==> config.mk <==
export PLATFORM = sky130hd
export DESIGN_NAME = grid_raycast_column_core_flat
export DESIGN_NICKNAME = d
export VERILOG_FILES = /design/src/hw/rtl/grc_pkg.sv /design/src/hw/rtl/grc_stream_if.sv /design/src/hw/rtl/grc_ctrl.sv /design/src/hw/rtl/grc_dp.sv /design/src/hw/rtl/grid_raycast_column_core.sv /design/src/flat_wrapper.sv
export SDC_FILE = /design/constraint.sdc
export NUM_CORES = 2
export LEC_CHECK = 0
export BUFFER_PORTS_ARGS = -buffer_cell sky130_fd_sc_hd__clkbuf_2
export CAP_MARGIN = 40
export CORE_ASPECT_RATIO = 0.7
export CORE_UTILIZATION = 45
export DETAILED_ROUTE_END_ITERATION = 12
export MAX_ROUTING_LAYER = met4
export PLACE_DENSITY = 0.7
export SLEW_MARGIN = 20
export SYNTH_ARGS = -nofsm -noshare
export SYNTH_HDL_FRONTEND = slang
export SYNTH_SLANG_ARGS = --single-unit
==> constraint.sdc <==
create_clock -name clk -period 12.65 [get_ports clk]
set_clock_uncertainty 0.2 [all_clocks]
set_input_delay 1.8975 -clock clk [delete_from_list [all_inputs] [get_ports clk]]
set_output_delay 1.8975 -clock clk [all_outputs]
set_load 0.005 [all_outputs]
==> src/hw/rtl/grc_pkg.sv <==
`timescale 1ns / 1ps
// shared types, constants and tables of the grid ray-cast column core
package grc_pkg;

	localparam int SCREEN_WIDTH  = 120;
	localparam int SCREEN_HEIGHT = 40;
	localparam int MAP_SIZE      = 16;

	localparam int DIST_W  = 17;
	localparam int ROW_W   = 6;
	localparam int GLYPH_W = 4;
	localparam int CFG_IDX_W = 2;
	localparam int CFG_DATA_W = 17;

	// configuration register indexes
	localparam logic [CFG_IDX_W-1:0] CFG_VIEW_DEPTH = 2'd0;
	localparam logic [CFG_IDX_W-1:0] CFG_FOV        = 2'd1;
	localparam logic [CFG_IDX_W-1:0] CFG_STEP       = 2'd2;

	localparam logic [16:0] VIEW_DEPTH_RST = 17'd65536;
	localparam logic [11:0] FOV_RST        = 12'd512;
	localparam logic [12:0] STEP_RST       = 13'd410;

	// opcodes
	localparam logic OP_MAP_WRITE = 1'b0;
	localparam logic OP_CAST      = 1'b1;

	// glyph codes
	localparam logic [GLYPH_W-1:0] GL_BLANK  = 4'd0;
	localparam logic [GLYPH_W-1:0] GL_FULL   = 4'd1;
	localparam logic [GLYPH_W-1:0] GL_DARK   = 4'd2;
	localparam logic [GLYPH_W-1:0] GL_MEDIUM = 4'd3;
	localparam logic [GLYPH_W-1:0] GL_LIGHT  = 4'd4;
	localparam logic [GLYPH_W-1:0] GL_HASH   = 4'd5;
	localparam logic [GLYPH_W-1:0] GL_X      = 4'd6;
	localparam logic [GLYPH_W-1:0] GL_DOT    = 4'd7;
	localparam logic [GLYPH_W-1:0] GL_DASH   = 4'd8;

	localparam logic [DIST_W-1:0] DIST_MAX = 17'h1FFFF;

	// column * fov / SCREEN_WIDTH by reciprocal multiply
	localparam int RECIP_SHIFT = 26;
	localparam int RECIP_W     = 24;
	localparam logic [RECIP_W-1:0] RECIP =
		RECIP_W'(((64'd1 << RECIP_SHIFT) + 64'(SCREEN_WIDTH) - 64'd1) / 64'(SCREEN_WIDTH));

	// sine polynomial coefficients, Q.14
	localparam logic [14:0] POLY_C0 = 15'd77;
	localparam logic [14:0] POLY_C1 = 15'd1306;
	localparam logic [14:0] POLY_C2 = 15'd10584;
	localparam logic [14:0] POLY_C3 = 15'd25736;
	localparam int TRIG_PHASES = 5;

	// projected height numerator H * 2^24
	localparam int DIV_W = 30;
	localparam logic [DIV_W-1:0] DIV_NUM = DIV_W'(SCREEN_HEIGHT) << 24;

	localparam int EDGE_CYCLES = 8;

	typedef struct packed {
		logic        opcode;
		logic [3:0]  map_row;
		logic [15:0] row_walls;
		logic [6:0]  column;
		logic [15:0] pos_x;
		logic [15:0] pos_y;
		logic [11:0] heading;
	} req_t;

	typedef struct packed {
		logic [ROW_W-1:0]   screen_row;
		logic [GLYPH_W-1:0] glyph;
		logic [DIST_W-1:0]  wall_distance;
		logic               tile_edge;
		logic               last_row;
	} rsp_t;

	typedef enum logic [3:0] {
		ST_IDLE,
		ST_ANG1,
		ST_ANG2,
		ST_TRIG,
		ST_SETUP,
		ST_MFIRST,
		ST_MARCH,
		ST_EDGE,
		ST_DIV,
		ST_FIN,
		ST_EMIT
	} state_t;

	typedef struct packed {
		logic             load;
		logic             map_wr;
		logic             ang1;
		logic             ang2;
		logic             trig;
		logic [2:0]       phase;
		logic             setup;
		logic             mfirst;
		logic             march;
		logic             edge_feed;
		logic [1:0]       edge_idx;
		logic             div_init;
		logic             div_step;
		logic             fin;
		logic             emit;
		logic [ROW_W-1:0] row;
	} cmd_t;

	typedef struct packed {
		logic depth_zero;
		logic m_end;
		logic m_wall;
		logic out_free;
	} sts_t;

	// floor shade by screen row
	function automatic logic [GLYPH_W-1:0] floor_glyph(input logic [ROW_W-1:0] i);
		int r;
		logic [GLYPH_W-1:0] g;
		r = SCREEN_HEIGHT - int'(i);
		if (8 * r < SCREEN_HEIGHT) g = GL_HASH;
		else if (4 * r < SCREEN_HEIGHT) g = GL_X;
		else if (8 * r < 3 * SCREEN_HEIGHT) g = GL_DOT;
		else if (20 * r < 9 * SCREEN_HEIGHT) g = GL_DASH;
		else g = GL_BLANK;
		return g;
	endfunction

endpackage

==> src/hw/rtl/grc_stream_if.sv <==
`timescale 1ns / 1ps
// valid/ready stream channel with a typed payload
interface grc_stream_if #(
	parameter type T = logic
) ();
	logic valid;
	logic ready;
	T     payload;

	modport source(output valid, output payload, input ready);
	modport sink(input valid, input payload, output ready);
endinterface

==> src/hw/rtl/grc_ctrl.sv <==
`timescale 1ns / 1ps
// sequencing state machine of the ray-cast column core
module grc_ctrl (
	input  logic              clk,
	input  logic              arst_n,
	input  logic              req_valid,
	input  logic              req_opcode,
	output logic              req_ready,
	input  grc_pkg::sts_t     sts,
	output grc_pkg::cmd_t     cmd
);

	grc_pkg::state_t state_q, state_d;
	logic [5:0] cnt_q, cnt_d;

	always_ff @(posedge clk or negedge arst_n) begin
		if (!arst_n) begin
			state_q <= grc_pkg::ST_IDLE;
			cnt_q   <= '0;
		end else begin
			state_q <= state_d;
			cnt_q   <= cnt_d;
		end
	end

	// next state
	always_comb begin
		state_d = state_q;
		cnt_d   = cnt_q;
		case (state_q)
			grc_pkg::ST_IDLE: begin
				if (req_valid && req_opcode == grc_pkg::OP_CAST) begin
					state_d = grc_pkg::ST_ANG1;
				end
			end
			grc_pkg::ST_ANG1: state_d = grc_pkg::ST_ANG2;
			grc_pkg::ST_ANG2: begin
				state_d = grc_pkg::ST_TRIG;
				cnt_d   = '0;
			end
			grc_pkg::ST_TRIG: begin
				if (cnt_q == 6'(grc_pkg::TRIG_PHASES - 1)) begin
					state_d = grc_pkg::ST_SETUP;
					cnt_d   = '0;
				end else begin
					cnt_d = cnt_q + 6'd1;
				end
			end
			grc_pkg::ST_SETUP: state_d = grc_pkg::ST_MFIRST;
			grc_pkg::ST_MFIRST: begin
				cnt_d   = '0;
				state_d = sts.depth_zero ? grc_pkg::ST_DIV : grc_pkg::ST_MARCH;
			end
			grc_pkg::ST_MARCH: begin
				cnt_d = '0;
				if (sts.m_end) begin
					state_d = sts.m_wall ? grc_pkg::ST_EDGE : grc_pkg::ST_DIV;
				end
			end
			grc_pkg::ST_EDGE: begin
				if (cnt_q == 6'(grc_pkg::EDGE_CYCLES - 1)) begin
					state_d = grc_pkg::ST_DIV;
					cnt_d   = '0;
				end else begin
					cnt_d = cnt_q + 6'd1;
				end
			end
			grc_pkg::ST_DIV: begin
				if (cnt_q == 6'(grc_pkg::DIV_W)) begin
					state_d = grc_pkg::ST_FIN;
					cnt_d   = '0;
				end else begin
					cnt_d = cnt_q + 6'd1;
				end
			end
			grc_pkg::ST_FIN: begin
				state_d = grc_pkg::ST_EMIT;
				cnt_d   = '0;
			end
			grc_pkg::ST_EMIT: begin
				if (sts.out_free) begin
					if (cnt_q == 6'(grc_pkg::SCREEN_HEIGHT - 1)) begin
						state_d = grc_pkg::ST_IDLE;
						cnt_d   = '0;
					end else begin
						cnt_d = cnt_q + 6'd1;
					end
				end
			end
			default: begin
				state_d = grc_pkg::ST_IDLE;
				cnt_d   = '0;
			end
		endcase
	end

	// commands
	always_comb begin
		cmd       = '0;
		req_ready = 1'b0;
		cmd.phase = cnt_q[2:0];
		cmd.edge_idx = cnt_q[1:0];
		cmd.row   = cnt_q;
		case (state_q)
			grc_pkg::ST_IDLE: begin
				req_ready  = 1'b1;
				cmd.load   = req_valid;
				cmd.map_wr = req_valid && req_opcode == grc_pkg::OP_MAP_WRITE;
			end
			grc_pkg::ST_ANG1:   cmd.ang1 = 1'b1;
			grc_pkg::ST_ANG2:   cmd.ang2 = 1'b1;
			grc_pkg::ST_TRIG:   cmd.trig = 1'b1;
			grc_pkg::ST_SETUP:  cmd.setup = 1'b1;
			grc_pkg::ST_MFIRST: cmd.mfirst = !sts.depth_zero;
			grc_pkg::ST_MARCH:  cmd.march = 1'b1;
			grc_pkg::ST_EDGE:   cmd.edge_feed = (cnt_q < 6'd4);
			grc_pkg::ST_DIV: begin
				cmd.div_init = (cnt_q == 6'd0);
				cmd.div_step = (cnt_q != 6'd0);
			end
			grc_pkg::ST_FIN:    cmd.fin = 1'b1;
			grc_pkg::ST_EMIT:   cmd.emit = sts.out_free;
			default: begin
				cmd = '0;
			end
		endcase
	end

endmodule

==> src/hw/rtl/grc_dp.sv <==
`timescale 1ns / 1ps
// datapath of the ray-cast column core: map, trig, march, corner test, divider, shading
module grc_dp (
	input  logic                                clk,
	input  logic                                arst_n,
	input  grc_pkg::cmd_t                       cmd,
	output grc_pkg::sts_t                       sts,
	input  logic                                cfg_we,
	input  logic [grc_pkg::CFG_IDX_W-1:0]       cfg_index,
	input  logic [grc_pkg::CFG_DATA_W-1:0]      cfg_data,
	input  grc_pkg::req_t                       req_data,
	input  logic                                rsp_ready,
	output logic                                rsp_valid,
	output grc_pkg::rsp_t                       rsp_data
);

	// configuration
	logic [16:0] depth_q;
	logic [11:0] fov_q;
	logic [12:0] step_q;

	always_ff @(posedge clk or negedge arst_n) begin
		if (!arst_n) begin
			depth_q <= grc_pkg::VIEW_DEPTH_RST;
			fov_q   <= grc_pkg::FOV_RST;
			step_q  <= grc_pkg::STEP_RST;
		end else if (cfg_we) begin
			case (cfg_index)
				grc_pkg::CFG_VIEW_DEPTH: depth_q <= cfg_data;
				grc_pkg::CFG_FOV:        fov_q   <= cfg_data[11:0];
				grc_pkg::CFG_STEP:       step_q  <= cfg_data[12:0];
				default: begin
				end
			endcase
		end
	end

	// wall map
	logic [15:0] map_q [grc_pkg::MAP_SIZE];

	always_ff @(posedge clk or negedge arst_n) begin
		if (!arst_n) begin
			for (int r = 0; r < grc_pkg::MAP_SIZE; r++) map_q[r] <= '0;
		end else if (cmd.map_wr && int'(req_data.map_row) < grc_pkg::MAP_SIZE) begin
			map_q[req_data.map_row] <= req_data.row_walls;
		end
	end

	// captured pose
	logic [6:0]  col_q;
	logic [15:0] px_q, py_q;
	logic [11:0] head_q;

	always_ff @(posedge clk) begin
		if (cmd.load) begin
			col_q  <= req_data.column;
			px_q   <= req_data.pos_x;
			py_q   <= req_data.pos_y;
			head_q <= req_data.heading;
		end
	end

	// ray angle
	logic [18:0] prod_q;
	logic [11:0] ang_q;
	logic [42:0] recip_prod;

	assign recip_prod = 43'(prod_q) * 43'(grc_pkg::RECIP);

	always_ff @(posedge clk) begin
		if (cmd.ang1) prod_q <= 19'(col_q) * 19'(fov_q);
		if (cmd.ang2) ang_q <= head_q - 12'(fov_q >> 1)
			+ recip_prod[grc_pkg::RECIP_SHIFT +: 12];
	end

	// sine and cosine lanes
	logic [14:0] t_q  [2];
	logic [14:0] t2_q [2];
	logic [14:0] p_q  [2];
	logic        neg_q [2];
	logic signed [15:0] ex_q, ey_q;

	logic [11:0] lane_a [2];
	logic [10:0] arg    [2];
	logic [14:0] t_in   [2];
	logic [29:0] sq_in  [2];
	logic [29:0] tp_mul [2];
	logic [29:0] rp_mul [2];
	logic [15:0] rmag   [2];
	logic [14:0] coef;

	always_comb begin
		lane_a[0] = ang_q;
		lane_a[1] = ang_q + 12'd1024;
		for (int l = 0; l < 2; l++) begin
			arg[l]    = lane_a[l][10] ? (11'd1024 - {1'b0, lane_a[l][9:0]})
			                          : {1'b0, lane_a[l][9:0]};
			t_in[l]   = {arg[l], 4'b0};
			sq_in[l]  = 30'(t_in[l]) * 30'(t_in[l]);
			tp_mul[l] = 30'(t2_q[l]) * 30'(p_q[l]);
			rp_mul[l] = 30'(t_q[l]) * 30'(p_q[l]);
			rmag[l]   = rp_mul[l][29:14];
		end
		case (cmd.phase)
			3'd1:    coef = grc_pkg::POLY_C1;
			3'd2:    coef = grc_pkg::POLY_C2;
			default: coef = grc_pkg::POLY_C3;
		endcase
	end

	always_ff @(posedge clk) begin
		if (cmd.trig) begin
			for (int l = 0; l < 2; l++) begin
				if (cmd.phase == 3'd0) begin
					t_q[l]   <= t_in[l];
					t2_q[l]  <= sq_in[l][28:14];
					p_q[l]   <= grc_pkg::POLY_C0;
					neg_q[l] <= lane_a[l][11];
				end else if (cmd.phase != 3'(grc_pkg::TRIG_PHASES - 1)) begin
					p_q[l] <= coef - 15'(tp_mul[l][29:14]);
				end
			end
			if (cmd.phase == 3'(grc_pkg::TRIG_PHASES - 1)) begin
				ex_q <= neg_q[0] ? -$signed(rmag[0]) : $signed(rmag[0]);
				ey_q <= neg_q[1] ? -$signed(rmag[1]) : $signed(rmag[1]);
			end
		end
	end

	// march setup and stepping
	logic [12:0] step_e_q;
	logic signed [29:0] exs_q, eys_q;
	logic [21:0] en_q;
	logic signed [34:0] vx_q, vy_q;
	logic [16:0] dist_q;
	logic [3:0]  cx_q, cy_q;

	logic [12:0] step_eff;
	logic signed [31:0] sqx, sqy;
	logic [31:0] esum;
	logic signed [34:0] base_x, base_y, clamp_x, clamp_y;
	logic [17:0] dsum;
	logic out_map, wall, deep;

	always_comb begin
		step_eff = (step_q == '0) ? 13'd1 : step_q;
		sqx      = ex_q * ex_q;
		sqy      = ey_q * ey_q;
		esum     = 32'(sqx) + 32'(sqy);
		base_x   = $signed({5'b0, px_q, 14'b0});
		base_y   = $signed({5'b0, py_q, 14'b0});
		clamp_x  = base_x + (35'(ex_q) <<< 17) - 35'(ex_q);
		clamp_y  = base_y + (35'(ey_q) <<< 17) - 35'(ey_q);
		dsum     = {1'b0, dist_q} + 18'(step_e_q);
		out_map  = vx_q[34] || vy_q[34]
		        || (int'(vx_q[33:26]) >= grc_pkg::MAP_SIZE)
		        || (int'(vy_q[33:26]) >= grc_pkg::MAP_SIZE);
		wall     = !out_map && map_q[vy_q[29:26]][vx_q[29:26]];
		deep     = dist_q >= depth_q;
	end

	always_ff @(posedge clk) begin
		if (cmd.setup) begin
			step_e_q <= step_eff;
			exs_q    <= ex_q * $signed({1'b0, step_eff});
			eys_q    <= ey_q * $signed({1'b0, step_eff});
			en_q     <= esum[29:8];
			vx_q     <= base_x;
			vy_q     <= base_y;
			dist_q   <= '0;
		end else if (cmd.mfirst || (cmd.march && !(out_map || wall || deep))) begin
			if (dsum[17]) begin
				dist_q <= grc_pkg::DIST_MAX;
				vx_q   <= clamp_x;
				vy_q   <= clamp_y;
			end else begin
				dist_q <= dsum[16:0];
				vx_q   <= vx_q + 35'(exs_q);
				vy_q   <= vy_q + 35'(eys_q);
			end
		end else if (cmd.march && out_map) begin
			dist_q <= depth_q;
		end
		if (cmd.march && wall) begin
			cx_q <= vx_q[29:26];
			cy_q <= vy_q[29:26];
		end
	end

	// corner test pipeline, one corner enters per cycle
	logic               v_s1, v_s2, v_s3, v_s4;
	logic [1:0]         k_s1, k_s2, k_s3, k_s4;
	logic signed [17:0] cvx_s1, cvy_s1;
	logic signed [33:0] pdx_s2, pdy_s2;
	logic [33:0]        nx_s2, ny_s2;
	logic signed [34:0] dot_s3;
	logic [34:0]        norm_s3, norm_s4;
	logic               pos_s4;
	logic [53:0]        dd_s4;
	logic [39:0]        ll_s4;
	logic [38:0]        lh_s4;
	logic [3:0]         close_q;
	logic [1:0]         far_q;
	logic [34:0]        fnorm_q;

	logic signed [35:0] sqcx, sqcy;
	logic [26:0]        dmag;
	logic [57:0]        lim, thr;
	logic               close;
	logic               edge_hit;

	always_comb begin
		sqcx     = cvx_s1 * cvx_s1;
		sqcy     = cvy_s1 * cvy_s1;
		dmag     = dot_s3[30:4];
		lim      = {1'b0, lh_s4, 18'b0} + 58'(ll_s4);
		thr      = lim - (lim >> 13);
		close    = pos_s4 && (58'(dd_s4) > thr);
		edge_hit = |(close_q & ~(4'b0001 << far_q));
	end

	always_ff @(posedge clk or negedge arst_n) begin
		if (!arst_n) begin
			v_s1 <= 1'b0;
			v_s2 <= 1'b0;
			v_s3 <= 1'b0;
			v_s4 <= 1'b0;
		end else begin
			v_s1 <= cmd.edge_feed;
			v_s2 <= v_s1;
			v_s3 <= v_s2;
			v_s4 <= v_s3;
		end
	end

	always_ff @(posedge clk) begin
		k_s1   <= cmd.edge_idx;
		k_s2   <= k_s1;
		k_s3   <= k_s2;
		k_s4   <= k_s3;
		cvx_s1 <= $signed({1'b0, 5'({1'b0, cx_q}) + 5'(cmd.edge_idx[1]), 12'b0})
		        - $signed({2'b0, px_q});
		cvy_s1 <= $signed({1'b0, 5'({1'b0, cy_q}) + 5'(cmd.edge_idx[0]), 12'b0})
		        - $signed({2'b0, py_q});
		pdx_s2 <= ex_q * cvx_s1;
		pdy_s2 <= ey_q * cvy_s1;
		nx_s2  <= sqcx[33:0];
		ny_s2  <= sqcy[33:0];
		dot_s3  <= 35'(pdx_s2) + 35'(pdy_s2);
		norm_s3 <= 35'(nx_s2) + 35'(ny_s2);
		pos_s4  <= dot_s3 > 35'sd0;
		dd_s4   <= 54'(dmag) * 54'(dmag);
		ll_s4   <= 40'(en_q) * 40'(norm_s3[17:0]);
		lh_s4   <= 39'(en_q) * 39'(norm_s3[34:18]);
		norm_s4 <= norm_s3;
		if (cmd.setup) begin
			close_q <= '0;
			far_q   <= '0;
			fnorm_q <= '0;
		end else if (v_s4) begin
			close_q[k_s4] <= close;
			if (norm_s4 >= fnorm_q) begin
				far_q   <= k_s4;
				fnorm_q <= norm_s4;
			end
		end
	end

	// projected height divider, one quotient bit per cycle
	logic [grc_pkg::DIV_W-1:0] quo_q;
	logic [16:0] rem_q;
	logic [17:0] rsh;
	logic [18:0] diff;

	always_comb begin
		rsh  = {rem_q, quo_q[grc_pkg::DIV_W-1]};
		diff = {1'b0, rsh} - {2'b0, dist_q};
	end

	always_ff @(posedge clk) begin
		if (cmd.div_init) begin
			quo_q <= grc_pkg::DIV_NUM;
			rem_q <= '0;
		end else if (cmd.div_step) begin
			rem_q <= diff[18] ? rsh[16:0] : diff[16:0];
			quo_q <= {quo_q[grc_pkg::DIV_W-2:0], ~diff[18]};
		end
	end

	// row limits and wall shade
	logic signed [19:0] ceil_q, floor_q;
	logic [3:0]         gw_q;
	logic signed [31:0] hval, hneg, cfull;
	logic [18:0]        d4, d3, d2;
	logic [3:0]         gw;

	always_comb begin
		hval  = 32'(grc_pkg::SCREEN_HEIGHT * 2048) - $signed({2'b0, quo_q});
		hneg  = -hval;
		cfull = hval[31] ? -(hneg >>> 12) : (hval >>> 12);
		d4    = {dist_q, 2'b0};
		d3    = {2'b0, dist_q} + {1'b0, dist_q, 1'b0};
		d2    = {1'b0, dist_q, 1'b0};
		if (d4 <= 19'(depth_q)) gw = grc_pkg::GL_FULL;
		else if (d3 < 19'(depth_q)) gw = grc_pkg::GL_DARK;
		else if (d2 < 19'(depth_q)) gw = grc_pkg::GL_MEDIUM;
		else if (dist_q < depth_q) gw = grc_pkg::GL_LIGHT;
		else gw = grc_pkg::GL_BLANK;
		if (edge_hit) gw = grc_pkg::GL_BLANK;
	end

	always_ff @(posedge clk) begin
		if (cmd.fin) begin
			ceil_q  <= (dist_q == '0) ? -20'sd40 + 20'sd40 - 20'(grc_pkg::SCREEN_HEIGHT)
			                          : cfull[19:0];
			floor_q <= (dist_q == '0) ? 20'(2 * grc_pkg::SCREEN_HEIGHT)
			                          : 20'(grc_pkg::SCREEN_HEIGHT) - cfull[19:0];
			gw_q    <= gw;
		end
	end

	// output register
	logic signed [19:0] row_s;
	logic [3:0]         g;

	always_comb begin
		row_s = $signed({14'b0, cmd.row});
		if (row_s <= ceil_q) g = grc_pkg::GL_BLANK;
		else if (row_s <= floor_q) g = gw_q;
		else g = grc_pkg::floor_glyph(cmd.row);
	end

	always_ff @(posedge clk or negedge arst_n) begin
		if (!arst_n) begin
			rsp_valid <= 1'b0;
		end else if (cmd.emit) begin
			rsp_valid <= 1'b1;
		end else if (rsp_ready) begin
			rsp_valid <= 1'b0;
		end
	end

	always_ff @(posedge clk) begin
		if (cmd.emit) begin
			rsp_data.screen_row    <= cmd.row;
			rsp_data.glyph         <= g;
			rsp_data.wall_distance <= dist_q;
			rsp_data.tile_edge     <= edge_hit;
			rsp_data.last_row      <= (cmd.row == 6'(grc_pkg::SCREEN_HEIGHT - 1));
		end
	end

	assign sts.depth_zero = (depth_q == '0);
	assign sts.m_end      = out_map || wall || deep;
	assign sts.m_wall     = wall;
	assign sts.out_free   = !rsp_valid || rsp_ready;

endmodule

==> src/hw/rtl/grid_raycast_column_core.sv <==
`timescale 1ns / 1ps
// top level of the grid ray-cast column core
//
// req carries one command per transfer: a map row write loads one row of the
// 16x16 wall bitmap, a cast renders one screen column from the player pose.
// rsp returns the 40 glyphs of a cast, top row first, last_row set on the
// final one. a map write is stored while idle and gives no transfer on rsp.
// a cast runs the angle, the sine/cosine polynomial, the setup, the ray
// march (up to view_depth/step_length steps, rounded up), the corner test
// when a wall is hit, the height divider (one quotient bit a cycle), the
// row limits, and then 40 rows leave through the output register at one
// per cycle while rsp does not stall.
// req is ready only between casts; the last row of a column may still sit
// in the output register while the next command is taken.
// if rsp stalls, the row counter waits and the held row stays on rsp.
// reset clears the wall map and the state machine and loads the default
// view depth, field of view and step length. the cfg port writes one
// register per cycle and is meant for use while the core is idle.
module grid_raycast_column_core (
	input  logic                              clk,
	input  logic                              arst_n,
	grc_stream_if.sink                        req,
	grc_stream_if.source                      rsp,
	input  logic                              cfg_we,
	input  logic [grc_pkg::CFG_IDX_W-1:0]     cfg_index,
	input  logic [grc_pkg::CFG_DATA_W-1:0]    cfg_data
);

	grc_pkg::cmd_t cmd;
	grc_pkg::sts_t sts;
	grc_pkg::req_t req_data;
	grc_pkg::rsp_t rsp_data;
	logic          req_ready;
	logic          rsp_valid;

	assign req_data = req.payload;

	// sequencer
	grc_ctrl u_ctrl (
		.clk        (clk),
		.arst_n     (arst_n),
		.req_valid  (req.valid),
		.req_opcode (req_data.opcode),
		.req_ready  (req_ready),
		.sts        (sts),
		.cmd        (cmd)
	);

	// map, trig, march, corner test, divider and output register
	grc_dp u_dp (
		.clk       (clk),
		.arst_n    (arst_n),
		.cmd       (cmd),
		.sts       (sts),
		.cfg_we    (cfg_we),
		.cfg_index (cfg_index),
		.cfg_data  (cfg_data),
		.req_data  (req_data),
		.rsp_ready (rsp.ready),
		.rsp_valid (rsp_valid),
		.rsp_data  (rsp_data)
	);

	assign req.ready   = req_ready;
	assign rsp.valid   = rsp_valid;
	assign rsp.payload = rsp_data;

endmodule

==> src/flat_wrapper.sv <==
// flat-port wrapper written by rule: the top's interface ports become plain ports
module grid_raycast_column_core_flat 
  (clk, arst_n, cfg_we, cfg_index, cfg_data, req_valid, req_payload, req_ready, rsp_valid, rsp_payload, rsp_ready);
  grc_stream_if req_i ();
  grc_stream_if rsp_i ();
  input  logic clk;
  input  logic arst_n;
  input  logic cfg_we;
  input  logic [grc_pkg::CFG_IDX_W-1:0] cfg_index;
  input  logic [grc_pkg::CFG_DATA_W-1:0] cfg_data;
  input wire logic [$bits(req_i.valid)-1:0] req_valid;
  input wire logic [$bits(req_i.payload)-1:0] req_payload;
  output wire logic [$bits(req_i.ready)-1:0] req_ready;
  output wire logic [$bits(rsp_i.valid)-1:0] rsp_valid;
  output wire logic [$bits(rsp_i.payload)-1:0] rsp_payload;
  input wire logic [$bits(rsp_i.ready)-1:0] rsp_ready;
  assign req_i.valid = req_valid;
  assign req_i.payload = req_payload;
  assign req_ready = req_i.ready;
  assign rsp_valid = rsp_i.valid;
  assign rsp_payload = rsp_i.payload;
  assign rsp_i.ready = rsp_ready;
  grid_raycast_column_core u_core (.clk(clk), .arst_n(arst_n), .req(req_i), .rsp(rsp_i), .cfg_we(cfg_we), .cfg_index(cfg_index), .cfg_data(cfg_data));
endmodule
After elaboration in Yosys (flattened, before gate mapping)
Memories as Yosys holds them, arrays and structs flattened.
Cells that the tools add are included.
W data, S select, Z words.
Storage, ports and cells
  flip-flop bits (word level): 259
  latch bits: 0
  bits in writable memories: 84
  ROM bits: 256
  output and inout bits: 3
  logic and storage cells: 166
  memories: 5
Operators by class
  $add $sub $neg: 14
  $mul: 8
  divide/modulo/power cells: 0
  magnitude comparators: 5
  equal/unequal tests: 27
  shifts and indexed selects: 0
  mux-type cells: 53
  bitwise logic cells: 5
  reductions and logical operators: 30
Memory list
  (name not given): depth 16, bits a word 16, rd ports 1, clocked after memory_dff 0, write ports 0, line grc_dp.sv:158  | wall = !out_map && map_q[vy_q[29:26]][vx_q[29:26]];
  u_core.u_dp.p_q: depth 2, bits a word 15, rd ports 2, clocked after memory_dff 0, write ports 2, line grc_dp.sv:79  | logic [14:0] p_q [2];
  u_core.u_dp.t2_q: depth 2, bits a word 15, rd ports 2, clocked after memory_dff 0, write ports 2, line grc_dp.sv:78  | logic [14:0] t2_q [2];
  u_core.u_dp.t_q: depth 2, bits a word 11, rd ports 2, clocked after memory_dff 0, write ports 2, line grc_dp.sv:77  | logic [14:0] t_q [2];
  u_core.u_dp.neg_q: depth 2, bits a word 1, rd ports 2, clocked after memory_dff 0, write ports 2, line grc_dp.sv:80  | logic neg_q [2];
Operators by type and width (number)
  $add A35 B30 Y35: 2
  $mux W35: 2
  $sub A33 B16 Y34: 2
  $mux W16: 4
  $mul A15 B15 Y30: 2
  $mul A16 B14 Y30: 2
  $mux W30: 2
  $mul A15 B15 Y29: 2
  $mux W17: 3
  $pmux W4 S11: 1
  $mul A11 B11 Y21: 2
  $mux W6: 6
  $mux W4: 8
  $neg A16 Y16: 2
  $mux W15: 2
  $pmux W15 S2: 1
  $pmux W6 S5: 1
  $sub A15 B15 Y15: 2
  $mux W11: 2
  $sub A11 B10 Y11 const A: 2
  $add A17 B13 Y18: 1
  $ge A17 B17 Y1: 1
  $logic_not A17 Y1: 1
  $mux W1: 17
  40 further kinds: 72

Longest topological paths before layout
  depth in word-level cells: 13
  gate-level depth with buffers: 33

By module
Synthesis repeated with hierarchy kept, for this count alone.
Unflattened totals
  cell total of the unflattened synthesis: 23139
  area, all modules: 219654.4 um2
By module, submodules not included
  grc_dp: times used 1, cells an instance 23011, area each 218524.6 um2, sequential area each 30883.4 um2
  grc_ctrl: times used 1, cells an instance 127, area each 1126.1 um2, sequential area each 250.2 um2
  grid_raycast_column_core: times used 1, cells an instance 1, area each 3.8 um2, sequential area each 0.0 um2

Least setup slack after synthesis
Ideal clock, no wire load.
  path kind: register to register
  from: mem u_core.u_dp.p_q[0][0]
  to: mem u_core.u_dp.p_q[0][14] (data pin)
  setup time: 261 ps
  arrival time: 7326 ps
  required time: 12189 ps
  setup slack: 4863 ps
  stages on the path, launching flop included: 32
  clock period less this slack: 7787 ps
  path through: edfxtp_1 -> clkbuf_1 -> and2_1 -> fa_1 -> inv_1 -> fa_1 -> inv_1 -> fa_1 -> inv_1 -> fa_1 -> inv_1 -> fa_1 -> inv_1 -> fa_1 -> inv_1 -> ha_1 -> inv_1 -> a211o_1 -> a311o_1 -> o211a_4 -> o21ai_2 -> a21o_1 -> a21oi_1 -> xor2_1 -> ha_1 -> o21ai_0 -> or4b_1 -> a21bo_1 -> o21ai_2 -> a31o_1 -> xnor2_1 -> mux2i_1
RTL lines (line)
  from (decl): grc_dp.sv:79

==> impl_metrics.tcl <==
set metrics [dict create \
    antenna_left 0 \
    slowest_delay_ns 0.70 \
    setup_viol 0 \
    start_util 0.453 \
    arrival_ns 8.73 \
    grt_start_max_net_pins 75 \
    wl_per_cell_um 17.5 \
    syn_avg_cell_area_um2 9.10 \
    ios 28 \
    ctsHoldBuffers 0 \
    synth_edf_count 234 \
    outcome "complete, no violations" \
    synth_cell_types 93 \
    ir_drop_mv 0.434 \
    tightest_slew_ns 0.911 \
    ys_ff_latch 341 \
    hp-start "u_core.u_dp.vx_q[4]$_SDFFE_PP0N_" \
    drt-initial-drc-count 3549 \
    dieWidth_um 463 \
    cts-root-buf "clkbuf_16" \
    hold_depth 2 \
    p_comb_frac 0.773 \
    layout.nets 9107 \
    worstSetupStartpointType "flip-flop" \
    max-cap-violations 0 \
    fin_crit_ns 8.58 \
    startpoint "u_core.u_dp.p_q[1][0]$_SDFFCE_PN1P_" \
    yosysWarnings 0 \
    final.period_utilization 0.678 \
    use_met2 0.337 \
    area_growth_pct 6.07 \
    critPathCaptureType "flip-flop" \
    drc 0 \
    ys.flop_type "edfxtp_1" \
    post_cts_buffers 0 \
    hold_end "u_core.u_dp.vx_q[4]$_SDFFE_PP0N_" \
    async_flop_share 0.152 \
    grt_pass1_wl_um 270000 \
    cts_buffer_depth 3 \
    cts_resized 0 \
    globalRouteOverflowTotal 0 \
    synth.most_common_cell "inv_1" \
    p_per_area_mw_per_mm2 200 \
    yosysTopAreaCellShare 0.326 \
    p_seq_frac 0.134 \
    place.gp.congestion 0.923 \
    clkPwrFrac 0.093 \
    syn-cell-area_mm2 0.0670 \
    coreArea_mm2 0.148 \
    hold_viol 0 \
    reg2reg_depth 28 \
    grt_usage 0.228 \
    rsz0062_at_grt "no" \
    cts_buffers 42 \
    grt_pass1_vias 51000 \
    dieArea_mm2 0.150 \
    clkTransAtPathRegs_ns 0.07 \
    vias 49000 \
    die_h_um 325 \
    cts_tree "built" \
    p_leak_nw 35.1 \
    grt_use_met3 0.0321 \
    slew_viol_final 0 \
    postLayoutCoreUtil 0.481 \
    power_mw 14.2 \
    worst_path_max_delay_cell "edfxtp_1" \
    finalSetupTns_ns 0 \
    fmax_ghz 0.117 \
    clk_latency_ns 0.62 \
    top_usage_layer "met2" \
    r2r_end "u_core.u_dp.p_q[1][13]$_SDFFCE_PN0P_" \
    synth_largest_area_cell "fa_1" \
    rrSetupSlack_ns 4.07 \
    hold_path_class "flip-flop to flip-flop" \
    netSwitchingPower_mw 6.75 \
    firstDrtPassIters 6 \
    num_rows 118 \
    p_sw_frac 0.475 \
    vias_per_cell 5.29 \
    place.port_buffers 27 \
    crit_path_max_fanout 24 \
    grt_use_met1 0.328 \
    max-slew-margin-rel 0.392 \
    cts_max_level 2 \
    internal-power_mw 7.46 \
    r2r_start "u_core.u_dp.p_q[1][0]$_SDFFCE_PN1P_" \
    crit_required_ns 12.81 \
    hpwl_um 128000 \
    routed_wl_um 162000 \
    cts.sinks 341 \
    crit_type "flip-flop to flip-flop" \
    synthCells 7360 \
    synth_area_leaders "fa_1 33%, ha_1 14%, edfxtp_1 10%" \
    drive_above_1_share 0.0383 \
    seq_area_frac_synth 0.141 \
    grt_antenna_before_repair 4 \
    ys_top_cells_by_count "1452 x inv_1, 1091 x fa_1, 884 x nand2_1" \
]
## cell usage in the layout, fill, tap and decap left out, types with 58 or more instances in the layout
cell,netlist,final
nand3_1,84,84
nor2_1,305,302
and2_1,588,588
a21oi_1,230,230
edfxtp_1,234,234
fa_1,1091,1091
xnor2_1,250,250
xor2_1,119,119
ha_1,749,749
o21ai_0,190,188
nor3_1,59,58
inv_1,1452,1451
a21o_1,96,96
nand2_1,884,884
## layout make-up
cell class | count | area, um^2
diodes | 1 | 2.50
clock buffers | 53 | 1160
clock inverters | 25 | 323
fillers | 13600 | 76700
inverters | 1455 | 5460
multi-input cells | 5288 | 51100
flip-flops and latches | 341 | 9440
well taps | 1980 | 2480
repair buffers | 114 | 1090
## sequential cells by signal, indices dropped and copies added (netlist names)
signal	count
u_core.u_ctrl.cnt_q	6
u_core.u_ctrl.state_q	4
u_core.u_dp.ang_q	12
u_core.u_dp.depth_q	17
u_core.u_dp.dist_q	17
u_core.u_dp.ex_q	16
u_core.u_dp.exs_q	30
u_core.u_dp.ey_q	16
u_core.u_dp.eys_q	30
u_core.u_dp.fov_q	11
u_core.u_dp.head_q	1
u_core.u_dp.neg_q	2
u_core.u_dp.p_q	30
u_core.u_dp.rsp_data	1
u_core.u_dp.rsp_valid	1
u_core.u_dp.step_e_q	13
u_core.u_dp.step_q	13
u_core.u_dp.t2_q	30
u_core.u_dp.t_q	21
u_core.u_dp.vx_q	35
u_core.u_dp.vy_q	35
## power by group through the flow
| stage | combinational, mW | sequential (mW) | clock [mW] |
|---|---|---|---|
| finish | 11.0 | 1.90 | 1.32 |
| global placement | 10.6 | 1.93 | 0 |
| CTS | 11.0 | 1.90 | 1.36 |
| floorplan | 8.64 | 1.90 | 0 |
| global route | 12.4 | 1.90 | 1.39 |
| detailed placement | 10.9 | 1.92 | 0 |
## per-stage QoR
stage | instance area [um^2] | cells | worst slack, ns | hold slack (ns)
5_1_grt | 71100 | 9257 | 3.72 | 0.302
3_5_place_dp | 69300 | 9160 | 4.07 | 0.270
4_1_cts | 70800 | 9238 | 4.06 | 0.280
3_3_place_gp | 69000 | 9142 | 4.11 | 0.259
2_1_floorplan | 67000 | 7371 | 4.86 | 0.247
6_report | 71100 | 9257 | 4.07 | 0.279
## kinds of logic (layout without fill, tap and decap cells)
group / after synthesis / after routing / share of synthesized area
AO/OA/AOI/OAI: 829 / 829 / 0.0804
adder cells (fa/ha/maj): 1840 / 1840 / 0.466
multiplexers: 53 / 53 / 0.00846
buffers and inverters: 1742 / 1647 / 0.0978
XOR/XNOR: 369 / 369 / 0.0482
flip-flops: 341 / 341 / 0.141
other: 2 / 14 / 0.000112
AND/OR/NAND/NOR: 2184 / 2184 / 0.158
## how the worst max path moves through the flow
| stage | to | depth (start not counted) |
|---|---|---|
| after global placement | u_core.u_dp.p_q[0][14]$_SDFFCE_PN0P_ | 27 |
| after global routing | u_core.u_dp.p_q[0][13]$_SDFFCE_PN0P_ | 29 |
| final | u_core.u_dp.p_q[1][13]$_SDFFCE_PN0P_ | 28 |
| after CTS | u_core.u_dp.p_q[0][14]$_SDFFCE_PN0P_ | 28 |
| after detailed placement | u_core.u_dp.p_q[0][14]$_SDFFCE_PN0P_ | 28 |
| after floorplan | u_core.u_dp.p_q[0][14]$_SDFFCE_PN0P_ | 31 |
## routing by layer
layer,share of wire,vias to the layer above
li1,-,22800
met1,0.47,24500
met2,0.43,1537
met3,0.073,201
met4,0.023,0
met5,0,-
## critical path: cells and delay by family (launching register included)
family | cells | cell delay, ns
adders and majority gates | 8 | 3.14
xor gates and xnor gates | 2 | 0.38
and+or+nand+nor | 3 | 0.54
buffers and inverters | 4 | 0.19
AOI/OAI and AO/OA | 11 | 3.17
DFF | 1 | 0.70
Note: power is estimated with default switching activity, not from simulation.
